`config.mk`:
```
export PLATFORM = sky130hd
export DESIGN_NAME = path_length_and_peak_speed_flat
export DESIGN_NICKNAME = d
export VERILOG_FILES = /design/src/hw/rtl/plp_pkg.sv /design/src/hw/rtl/plp_if.sv /design/src/hw/rtl/path_length_and_peak_speed.sv /design/src/hw/rtl/plp_sequencer.sv /design/src/hw/rtl/plp_datapath.sv /design/src/flat_wrapper.sv
export SDC_FILE = /design/constraint.sdc
export NUM_CORES = 2
export LEC_CHECK = 0
export BUFFER_PORTS_ARGS = -buffer_cell sky130_fd_sc_hd__buf_2
export CORE_MARGIN = 4
export CORE_UTILIZATION = 40
export DETAILED_ROUTE_END_ITERATION = 7
export HOLD_SLACK_MARGIN = 0.15
export SLEW_MARGIN = 5
export SYNTH_ARGS = -nofsm -noshare
export SYNTH_HDL_FRONTEND = slang
export SYNTH_HIERARCHICAL = 1
export SYNTH_SLANG_ARGS = --single-unit
```
`constraint.sdc`:
```
create_clock -name clk -period 10.5 [get_ports clk]
set_input_delay 1.05 -clock clk [delete_from_list [all_inputs] [get_ports clk]]
set_output_delay 1.05 -clock clk [all_outputs]
set_load 0.1 [all_outputs]
```
`src/hw/rtl/plp_pkg.sv`:
```
`timescale 1ns / 1ps
// ----------------------------------------------------------------------------
// plp_pkg
// Shared widths, microcode word layout and the control program of the
// path length and peak speed block.
// ----------------------------------------------------------------------------
package plp_pkg;

	localparam int CoordWidthDef = 24;
	localparam int SumWidthDef   = 48;

	localparam int PcWidth = 4;
	typedef logic [PcWidth-1:0] plp_pc_t;

	typedef logic [2:0] plp_cond_t;
	localparam plp_cond_t COND_NEVER    = 3'd0;
	localparam plp_cond_t COND_NO_ITEM  = 3'd1;
	localparam plp_cond_t COND_NO_LAST  = 3'd2;
	localparam plp_cond_t COND_CNT_NZ   = 3'd3;
	localparam plp_cond_t COND_OUT_BUSY = 3'd4;

	typedef logic [1:0] plp_axis_t;
	localparam plp_axis_t AXIS_X = 2'd0;
	localparam plp_axis_t AXIS_Y = 2'd1;
	localparam plp_axis_t AXIS_Z = 2'd2;

	localparam plp_pc_t STEP_WAIT   = 4'd0;
	localparam plp_pc_t STEP_DX     = 4'd1;
	localparam plp_pc_t STEP_DY     = 4'd2;
	localparam plp_pc_t STEP_DZ     = 4'd3;
	localparam plp_pc_t STEP_ACC_Y  = 4'd4;
	localparam plp_pc_t STEP_ACC_Z  = 4'd5;
	localparam plp_pc_t STEP_SQ_INI = 4'd6;
	localparam plp_pc_t STEP_SQ_IT  = 4'd7;
	localparam plp_pc_t STEP_ADD    = 4'd8;
	localparam plp_pc_t STEP_FIN    = 4'd9;

	typedef struct packed {
		logic      take;
		logic      ld_diff;
		plp_axis_t axis;
		logic      mul;
		logic      acc_clr;
		logic      acc_add;
		logic      sq_init;
		logic      sq_step;
		logic      add_len;
		logic      fin;
		logic      last;
		plp_cond_t cond;
		plp_pc_t   target;
	} plp_ctl_t;

	typedef struct packed {
		logic accept;
		logic have_last;
		logic cnt_nz;
		logic out_busy;
	} plp_status_t;

	function automatic plp_ctl_t plp_ucode(input plp_pc_t pc);
		plp_ctl_t c;
		c = '0;
		c.axis = AXIS_X;
		c.cond = COND_NEVER;
		c.target = STEP_WAIT;
		unique case (pc)
			STEP_WAIT: begin
				c.take = 1'b1;
				c.cond = COND_NO_ITEM;
				c.target = STEP_WAIT;
			end
			STEP_DX: begin
				c.ld_diff = 1'b1;
				c.axis = AXIS_X;
				c.cond = COND_NO_LAST;
				c.target = STEP_FIN;
			end
			STEP_DY: begin
				c.mul = 1'b1;
				c.ld_diff = 1'b1;
				c.axis = AXIS_Y;
			end
			STEP_DZ: begin
				c.acc_clr = 1'b1;
				c.mul = 1'b1;
				c.ld_diff = 1'b1;
				c.axis = AXIS_Z;
			end
			STEP_ACC_Y: begin
				c.acc_add = 1'b1;
				c.mul = 1'b1;
			end
			STEP_ACC_Z: begin
				c.acc_add = 1'b1;
			end
			STEP_SQ_INI: begin
				c.sq_init = 1'b1;
			end
			STEP_SQ_IT: begin
				c.sq_step = 1'b1;
				c.cond = COND_CNT_NZ;
				c.target = STEP_SQ_IT;
			end
			STEP_ADD: begin
				c.add_len = 1'b1;
			end
			STEP_FIN: begin
				c.fin = 1'b1;
				c.last = 1'b1;
				c.cond = COND_OUT_BUSY;
				c.target = STEP_FIN;
			end
			default: begin
				c.last = 1'b1;
			end
		endcase
		return c;
	endfunction

endpackage

```
`src/hw/rtl/plp_if.sv`:
```
`timescale 1ns / 1ps
// ----------------------------------------------------------------------------
// plp_in_if / plp_out_if
// Valid/ready channels for trajectory points and for running results.
// ----------------------------------------------------------------------------
interface plp_in_if import plp_pkg::*; #(
	parameter int COORD_WIDTH = CoordWidthDef
);
	logic                          valid;
	logic                          ready;
	logic signed [COORD_WIDTH-1:0] x_coord;
	logic signed [COORD_WIDTH-1:0] y_coord;
	logic signed [COORD_WIDTH-1:0] z_coord;
	logic signed [COORD_WIDTH-1:0] speed_value;
	logic                          restart;

	modport source (
		output valid, x_coord, y_coord, z_coord, speed_value, restart,
		input  ready
	);
	modport sink (
		input  valid, x_coord, y_coord, z_coord, speed_value, restart,
		output ready
	);
endinterface

interface plp_out_if import plp_pkg::*; #(
	parameter int COORD_WIDTH = CoordWidthDef,
	parameter int SUM_WIDTH   = SumWidthDef
);
	logic                   valid;
	logic                   ready;
	logic [SUM_WIDTH-1:0]   total_length;
	logic [COORD_WIDTH-2:0] peak_speed;

	modport source (
		output valid, total_length, peak_speed,
		input  ready
	);
	modport sink (
		input  valid, total_length, peak_speed,
		output ready
	);
endinterface

```
`src/hw/rtl/path_length_and_peak_speed.sv`:
```
`timescale 1ns / 1ps
// ----------------------------------------------------------------------------
// path_length_and_peak_speed
// Running 3-D polyline length and peak speed over a stream of points.
// ----------------------------------------------------------------------------
// One request is one point; each gives one result with the saturating path
// length so far and the peak positive speed. A point that follows another
// of the same trajectory runs the difference, squaring, accumulation and
// square root steps, the square root resolving one bit per cycle; the first
// point after reset or restart skips them. The next request is taken as
// soon as the previous result sits in the output register.
module path_length_and_peak_speed import plp_pkg::*; #(
	parameter int COORD_WIDTH = CoordWidthDef,
	parameter int SUM_WIDTH   = SumWidthDef
) (
	input  logic      clk,
	input  logic      arst_n,
	plp_in_if.sink    point,
	plp_out_if.source result
);

	plp_ctl_t    ctl;
	plp_status_t stat;

	plp_sequencer u_seq (
		.clk    (clk),
		.arst_n (arst_n),
		.stat   (stat),
		.ctl    (ctl)
	);

	plp_datapath #(
		.COORD_WIDTH (COORD_WIDTH),
		.SUM_WIDTH   (SUM_WIDTH)
	) u_dp (
		.clk    (clk),
		.arst_n (arst_n),
		.ctl    (ctl),
		.stat   (stat),
		.point  (point),
		.result (result)
	);

endmodule

```
`src/hw/rtl/plp_sequencer.sv`:
```
`timescale 1ns / 1ps
// ----------------------------------------------------------------------------
// plp_sequencer
// Step counter over the microcode table with conditional jumps.
// ----------------------------------------------------------------------------
module plp_sequencer import plp_pkg::*; (
	input  logic        clk,
	input  logic        arst_n,
	input  plp_status_t stat,
	output plp_ctl_t    ctl
);

	plp_pc_t pc_q;
	plp_pc_t pc_next;
	logic    jump;

	assign ctl = plp_ucode(pc_q);

	always_comb begin
		unique case (ctl.cond)
			COND_NEVER:    jump = 1'b0;
			COND_NO_ITEM:  jump = !stat.accept;
			COND_NO_LAST:  jump = !stat.have_last;
			COND_CNT_NZ:   jump = stat.cnt_nz;
			COND_OUT_BUSY: jump = stat.out_busy;
			default:       jump = 1'b0;
		endcase
	end

	always_comb begin
		priority if (jump) begin
			pc_next = ctl.target;
		end else if (ctl.last) begin
			pc_next = STEP_WAIT;
		end else begin
			pc_next = pc_q + 1'b1;
		end
	end

	always_ff @(posedge clk or negedge arst_n) begin
		if (!arst_n) begin
			pc_q <= STEP_WAIT;
		end else begin
			pc_q <= pc_next;
		end
	end

endmodule

```
`src/hw/rtl/plp_datapath.sv`:
```
`timescale 1ns / 1ps
// ----------------------------------------------------------------------------
// plp_datapath
// Difference, squaring, accumulation, bit-per-step square root, saturating
// length sum, peak tracking and the output register.
// ----------------------------------------------------------------------------
module plp_datapath import plp_pkg::*; #(
	parameter int COORD_WIDTH = CoordWidthDef,
	parameter int SUM_WIDTH   = SumWidthDef
) (
	input  logic        clk,
	input  logic        arst_n,
	input  plp_ctl_t    ctl,
	output plp_status_t stat,
	plp_in_if.sink      point,
	plp_out_if.source   result
);

	localparam int RootWidth = COORD_WIDTH + 1;
	localparam int RadWidth  = 2 * RootWidth;
	localparam int RemWidth  = RootWidth + 2;
	localparam int CntWidth  = $clog2(RootWidth);
	localparam int AddWidth  = ((RootWidth > SUM_WIDTH) ? RootWidth : SUM_WIDTH) + 1;

	logic [COORD_WIDTH-1:0]   x_q, y_q, z_q, spd_q;
	logic [COORD_WIDTH-1:0]   last_x_q, last_y_q, last_z_q;
	logic                     have_last_q;
	logic [COORD_WIDTH-1:0]   diff_q;
	logic [2*COORD_WIDTH-1:0] prod_q;
	logic [RadWidth-1:0]      acc_q;
	logic [RadWidth-1:0]      rad_q;
	logic [RemWidth-1:0]      rem_q;
	logic [RootWidth-1:0]     root_q;
	logic [CntWidth-1:0]      cnt_q;
	logic [SUM_WIDTH-1:0]     sum_q;
	logic [COORD_WIDTH-2:0]   peak_q;
	logic                     out_valid_q;
	logic [SUM_WIDTH-1:0]     out_len_q;
	logic [COORD_WIDTH-2:0]   out_peak_q;

	logic                     accept;
	logic                     out_busy;
	logic                     fin_go;
	logic [COORD_WIDTH-1:0]   cur_c, prev_c;
	logic [COORD_WIDTH:0]     sub;
	logic [COORD_WIDTH:0]     mag;
	logic [RemWidth+1:0]      rem_sh;
	logic [RemWidth+1:0]      trial;
	logic                     take_bit;
	logic [RemWidth+1:0]      rem_dif;
	logic [AddWidth-1:0]      len_sum;
	logic                     peak_up;

	assign accept   = ctl.take & point.valid;
	assign out_busy = out_valid_q & ~result.ready;
	assign fin_go   = ctl.fin & ~out_busy;

	assign point.ready = ctl.take;

	assign stat.accept    = accept;
	assign stat.have_last = have_last_q;
	assign stat.cnt_nz    = (cnt_q != '0);
	assign stat.out_busy  = out_busy;

	always_comb begin
		unique case (ctl.axis)
			AXIS_X: begin
				cur_c = x_q;
				prev_c = last_x_q;
			end
			AXIS_Y: begin
				cur_c = y_q;
				prev_c = last_y_q;
			end
			AXIS_Z: begin
				cur_c = z_q;
				prev_c = last_z_q;
			end
			default: begin
				cur_c = x_q;
				prev_c = last_x_q;
			end
		endcase
	end

	assign sub = {cur_c[COORD_WIDTH-1], cur_c} - {prev_c[COORD_WIDTH-1], prev_c};
	assign mag = sub[COORD_WIDTH] ? (~sub + 1'b1) : sub;

	// one root bit per step: bring down two radicand bits, try root*4+1
	assign rem_sh   = {rem_q, rad_q[RadWidth-1 -: 2]};
	assign trial    = {2'b00, root_q, 2'b01};
	assign take_bit = (rem_sh >= trial);
	assign rem_dif  = rem_sh - trial;

	assign len_sum = AddWidth'(sum_q) + AddWidth'(root_q);
	assign peak_up = !spd_q[COORD_WIDTH-1] && (spd_q[COORD_WIDTH-2:0] > peak_q);

	always_ff @(posedge clk) begin
		if (accept) begin
			x_q <= point.x_coord;
			y_q <= point.y_coord;
			z_q <= point.z_coord;
			spd_q <= point.speed_value;
		end
		if (ctl.ld_diff) begin
			diff_q <= mag[COORD_WIDTH-1:0];
		end
		if (ctl.mul) begin
			prod_q <= diff_q * diff_q;
		end
		if (ctl.acc_clr) begin
			acc_q <= RadWidth'(prod_q);
		end else if (ctl.acc_add) begin
			acc_q <= acc_q + RadWidth'(prod_q);
		end
		if (ctl.sq_init) begin
			rad_q <= acc_q;
			rem_q <= '0;
			root_q <= '0;
			cnt_q <= CntWidth'(RootWidth - 1);
		end else if (ctl.sq_step) begin
			rad_q <= {rad_q[RadWidth-3:0], 2'b00};
			rem_q <= take_bit ? rem_dif[RemWidth-1:0] : rem_sh[RemWidth-1:0];
			root_q <= {root_q[RootWidth-2:0], take_bit};
			cnt_q <= cnt_q - 1'b1;
		end
		if (fin_go) begin
			out_len_q <= sum_q;
			out_peak_q <= peak_up ? spd_q[COORD_WIDTH-2:0] : peak_q;
		end
	end

	always_ff @(posedge clk or negedge arst_n) begin
		if (!arst_n) begin
			last_x_q <= '0;
			last_y_q <= '0;
			last_z_q <= '0;
			have_last_q <= 1'b0;
			sum_q <= '0;
			peak_q <= '0;
			out_valid_q <= 1'b0;
		end else begin
			if (accept && point.restart) begin
				have_last_q <= 1'b0;
				sum_q <= '0;
				peak_q <= '0;
			end
			if (ctl.add_len) begin
				sum_q <= (len_sum[AddWidth-1:SUM_WIDTH] != '0) ? '1
					: len_sum[SUM_WIDTH-1:0];
			end
			if (fin_go) begin
				last_x_q <= x_q;
				last_y_q <= y_q;
				last_z_q <= z_q;
				have_last_q <= 1'b1;
				if (peak_up) begin
					peak_q <= spd_q[COORD_WIDTH-2:0];
				end
			end
			if (fin_go) begin
				out_valid_q <= 1'b1;
			end else if (result.ready) begin
				out_valid_q <= 1'b0;
			end
		end
	end

	assign result.valid        = out_valid_q;
	assign result.total_length = out_len_q;
	assign result.peak_speed   = out_peak_q;

endmodule

```
`src/flat_wrapper.sv`:
```
// flat-port wrapper written by rule: the top's interface ports become plain ports
module path_length_and_peak_speed_flat import plp_pkg::*;
#(
	parameter int COORD_WIDTH = CoordWidthDef,
	parameter int SUM_WIDTH   = SumWidthDef
)
  (clk, arst_n, point_valid, point_x_coord, point_y_coord, point_z_coord, point_speed_value, point_restart, point_ready, result_valid, result_total_length, result_peak_speed, result_ready);
  plp_in_if #(.COORD_WIDTH(COORD_WIDTH)) point_i ();
  plp_out_if #(.COORD_WIDTH(COORD_WIDTH), .SUM_WIDTH(SUM_WIDTH)) result_i ();
  input  logic clk;
  input  logic arst_n;
  input wire logic [$bits(point_i.valid)-1:0] point_valid;
  input wire logic [$bits(point_i.x_coord)-1:0] point_x_coord;
  input wire logic [$bits(point_i.y_coord)-1:0] point_y_coord;
  input wire logic [$bits(point_i.z_coord)-1:0] point_z_coord;
  input wire logic [$bits(point_i.speed_value)-1:0] point_speed_value;
  input wire logic [$bits(point_i.restart)-1:0] point_restart;
  output wire logic [$bits(point_i.ready)-1:0] point_ready;
  output wire logic [$bits(result_i.valid)-1:0] result_valid;
  output wire logic [$bits(result_i.total_length)-1:0] result_total_length;
  output wire logic [$bits(result_i.peak_speed)-1:0] result_peak_speed;
  input wire logic [$bits(result_i.ready)-1:0] result_ready;
  assign point_i.valid = point_valid;
  assign point_i.x_coord = point_x_coord;
  assign point_i.y_coord = point_y_coord;
  assign point_i.z_coord = point_z_coord;
  assign point_i.speed_value = point_speed_value;
  assign point_i.restart = point_restart;
  assign point_ready = point_i.ready;
  assign result_valid = result_i.valid;
  assign result_total_length = result_i.total_length;
  assign result_peak_speed = result_i.peak_speed;
  assign result_i.ready = result_ready;
  path_length_and_peak_speed #(.COORD_WIDTH(COORD_WIDTH), .SUM_WIDTH(SUM_WIDTH)) u_core (.clk(clk), .arst_n(arst_n), .point(point_i), .result(result_i));
endmodule
```
==> reports/metrics.yaml <==
timing:
  period_minus_slack_ps: 8440
  hold_violations: 0
  relSlewSlack: 0.327
  setup_viol_count_final: 0
  report.final.slew_viol_count: 0
  fmax_mhz: 118
  tightest_slew_ps: 1010
  fin_tns_setup_ps: 0
  skew_ps: 65.0
  period_share: 0.804
  rsz0062_at_grt: "false"
cts:
  cts_tree: "built"
  cts-resized-gates: 0
  numCtsBuffers: 61
  cts_root_buf: "clkbuf_16"
  holdBufCountCts: 0
  clkTransAtPathRegs_ps: 60
  ctsHtreeMaxLevel: 2
  post-cts-setup-buffer-count: 0
  clock_latency_ps: 680
  cts.path.max_buffers: 3
  numClockSinks: 544
grt:
  grt_pass1_vias: 31500
  gr-total-overflow: 0
  grt.total_usage: 0.174
  grt_max_degree: 94
  grt_antenna_before_repair: 1
  grt_pass1_wl_um: 166000
setup_path:
  cp.required_ps: 10900
  end_kind: "flip-flop"
  critical_path_class: "flip-flop to flip-flop"
  cp-start-kind: "flip-flop"
  critical_path_peak_fanout: 25
  critPathArrivalTime_ps: 8840
floorplan:
  die-area_um2: 117000
  fp.dieH_um: 342
  initial_core_util: 0.403
  rows: 122
  core_area_um2: 111000
  ios: 174
  fp.dieW_um: 342
hold_path:
  hold_path_class: "input pin to asynchronous set/reset pin"
cells_and_area:
  synthToLayoutAreaGrowth_pct: 10.1
  finalNetCount: 5310
  nFillCells: 10500
  drive_gt1_frac: 0.107
  final_cells: 5981
drt:
  drtPass1Iterations: 7
  vias: 30100
  wl_per_cell_um: 16.7
  drtAntennaViolNets: 0
  viasPerCell: 5.03
  routed_wirelength_um: 99900
  drt_iter0_drc: 1698
  drc: 0
place:
  dp_hpwl_um: 75700
  portBuffers: 173
  place_inst: 5866
  globalplace.congestion: 0.889
yosys:
  synth_cells: 4333
  syn_area_um2: 44600
  synth.avg_cell_area_um2: 10.3
  synth_nets: 5202
  yosys_warnings: 6
flow_run:
  maxCapViolCount: 0
outcome:
  status: "complete, no violations"
==> final timing paths <==
check / startpoint / to / slack (ps) / cells after the start
max: u_core/u_dp/diff_q[5]$_DFFE_PP_ / u_core/u_dp/prod_q[46]$_DFFE_PP_ / 2060 / 25
max reg2reg: u_core/u_dp/diff_q[5]$_DFFE_PP_ / u_core/u_dp/prod_q[46]$_DFFE_PP_ / 2060 / 25
min reg2reg: u_core/u_dp/y_q[13]$_DFFE_PP_ / u_core/u_dp/last_y_q[13]$_DFFE_PN0P_ / 470 / 1
min in group clk: u_core/u_dp/y_q[13]$_DFFE_PP_ / u_core/u_dp/last_y_q[13]$_DFFE_PN0P_ / 470 / 1
min: arst_n / u_core/u_dp/sum_q[30]$_DFFE_PN0P_ / 430 / 1
max in group asynchronous: arst_n / u_core/u_dp/last_y_q[0]$_DFFE_PN0P_ / 8550 / 2
==> critical path: stages, from the launching register on <==
cell      delay [ps]
edfxtp_1        1000
nand2_1          270
fa_1             600
inv_1             60
fa_1             490
inv_1             50
fa_1             480
inv_1             60
fa_1             500
fa_1             520
fa_1             540
inv_1             50
fa_1             600
inv_1             70
ha_1             350
a21oi_1          190
o21a_1           190
o21ai_0          110
a21o_1           210
o21ai_0          470
a31oi_1          240
a211oi_1         320
o21ai_0          120
a21oi_1          310
nor3b_1          110
a311o_1          290
==> per-stage QoR <==
step	instance area (um2)	setup slack [ps]	hold WS [ps]	utilization
final	49100	2060	429	0.443
after floorplan	44600	2980	440	-
after global placement	47000	2120	463	0.424
after detailed placement	47000	2060	468	0.424
after CTS	49100	2100	421	0.443
after global routing	49100	1570	467	0.443
==> placed cells by master (no fill, tap or decap), types with 10 or more instances in the layout <==
| cell type | n |
|---|---|
| xor2_1 | 74 |
| inv_1 | 690 |
| edfxtp_1 | 336 |
| o21bai_1 | 18 |
| nand4_1 | 26 |
| buf_2 | 172 |
| mux2_2 | 125 |
| ha_1 | 330 |
| nand2b_1 | 25 |
| buf_4 | 39 |
| dfrtp_1 | 149 |
| fa_1 | 436 |
| a22oi_1 | 48 |
| o21a_1 | 30 |
| or2_2 | 10 |
| mux2i_1 | 51 |
| nor2_1 | 197 |
| xnor2_1 | 104 |
| clkinv_2 | 14 |
| and2_1 | 149 |
| a311oi_1 | 30 |
| o21ai_0 | 196 |
| clkbuf_16 | 62 |
| and3_1 | 25 |
| nor2b_1 | 38 |
| a21oi_1 | 209 |
| a31oi_1 | 44 |
| a211oi_1 | 29 |
| o31ai_1 | 16 |
| a21o_1 | 105 |
| nand3_1 | 50 |
| nand2_1 | 389 |
| nor3_1 | 39 |
| dfxtp_1 | 59 |
==> cell type report <==
cell class,count,area [um2],share of cell area
tap,1488,1860,0.0380
antenna,1,2.50,0.0000510
multi-input combinational,2930,26300,0.537
clock inverter,44,469,0.00956
timing repair buffer,212,1160,0.0237
sequential,544,15000,0.306
inverter,692,2600,0.0529
clock buffer,70,1620,0.0331
==> sequential cells by signal, summed over array words and instances (netlist names), 25 cells and up <==
name	count
u_core/u_dp/prod_q	47
u_core/u_dp/rad_q	50
u_core/u_dp/sum_q	48
u_core/u_dp/rem_q	27
u_core/u_dp/root_q	25
u_core/u_dp/result.total_length	48
u_core/u_dp/acc_q	50
==> layer usage <==
metal  routed length [um]  share of wire  track usage
met2                46900           0.47        0.285
met3                 4710          0.047       0.0315
met4                 2340          0.023       0.0434
met1                45900           0.46        0.239
met5                    0              0            0
Power is not shown: default switching activity piles up to over one toggle a cycle in this logic, so the estimate is an artifact.
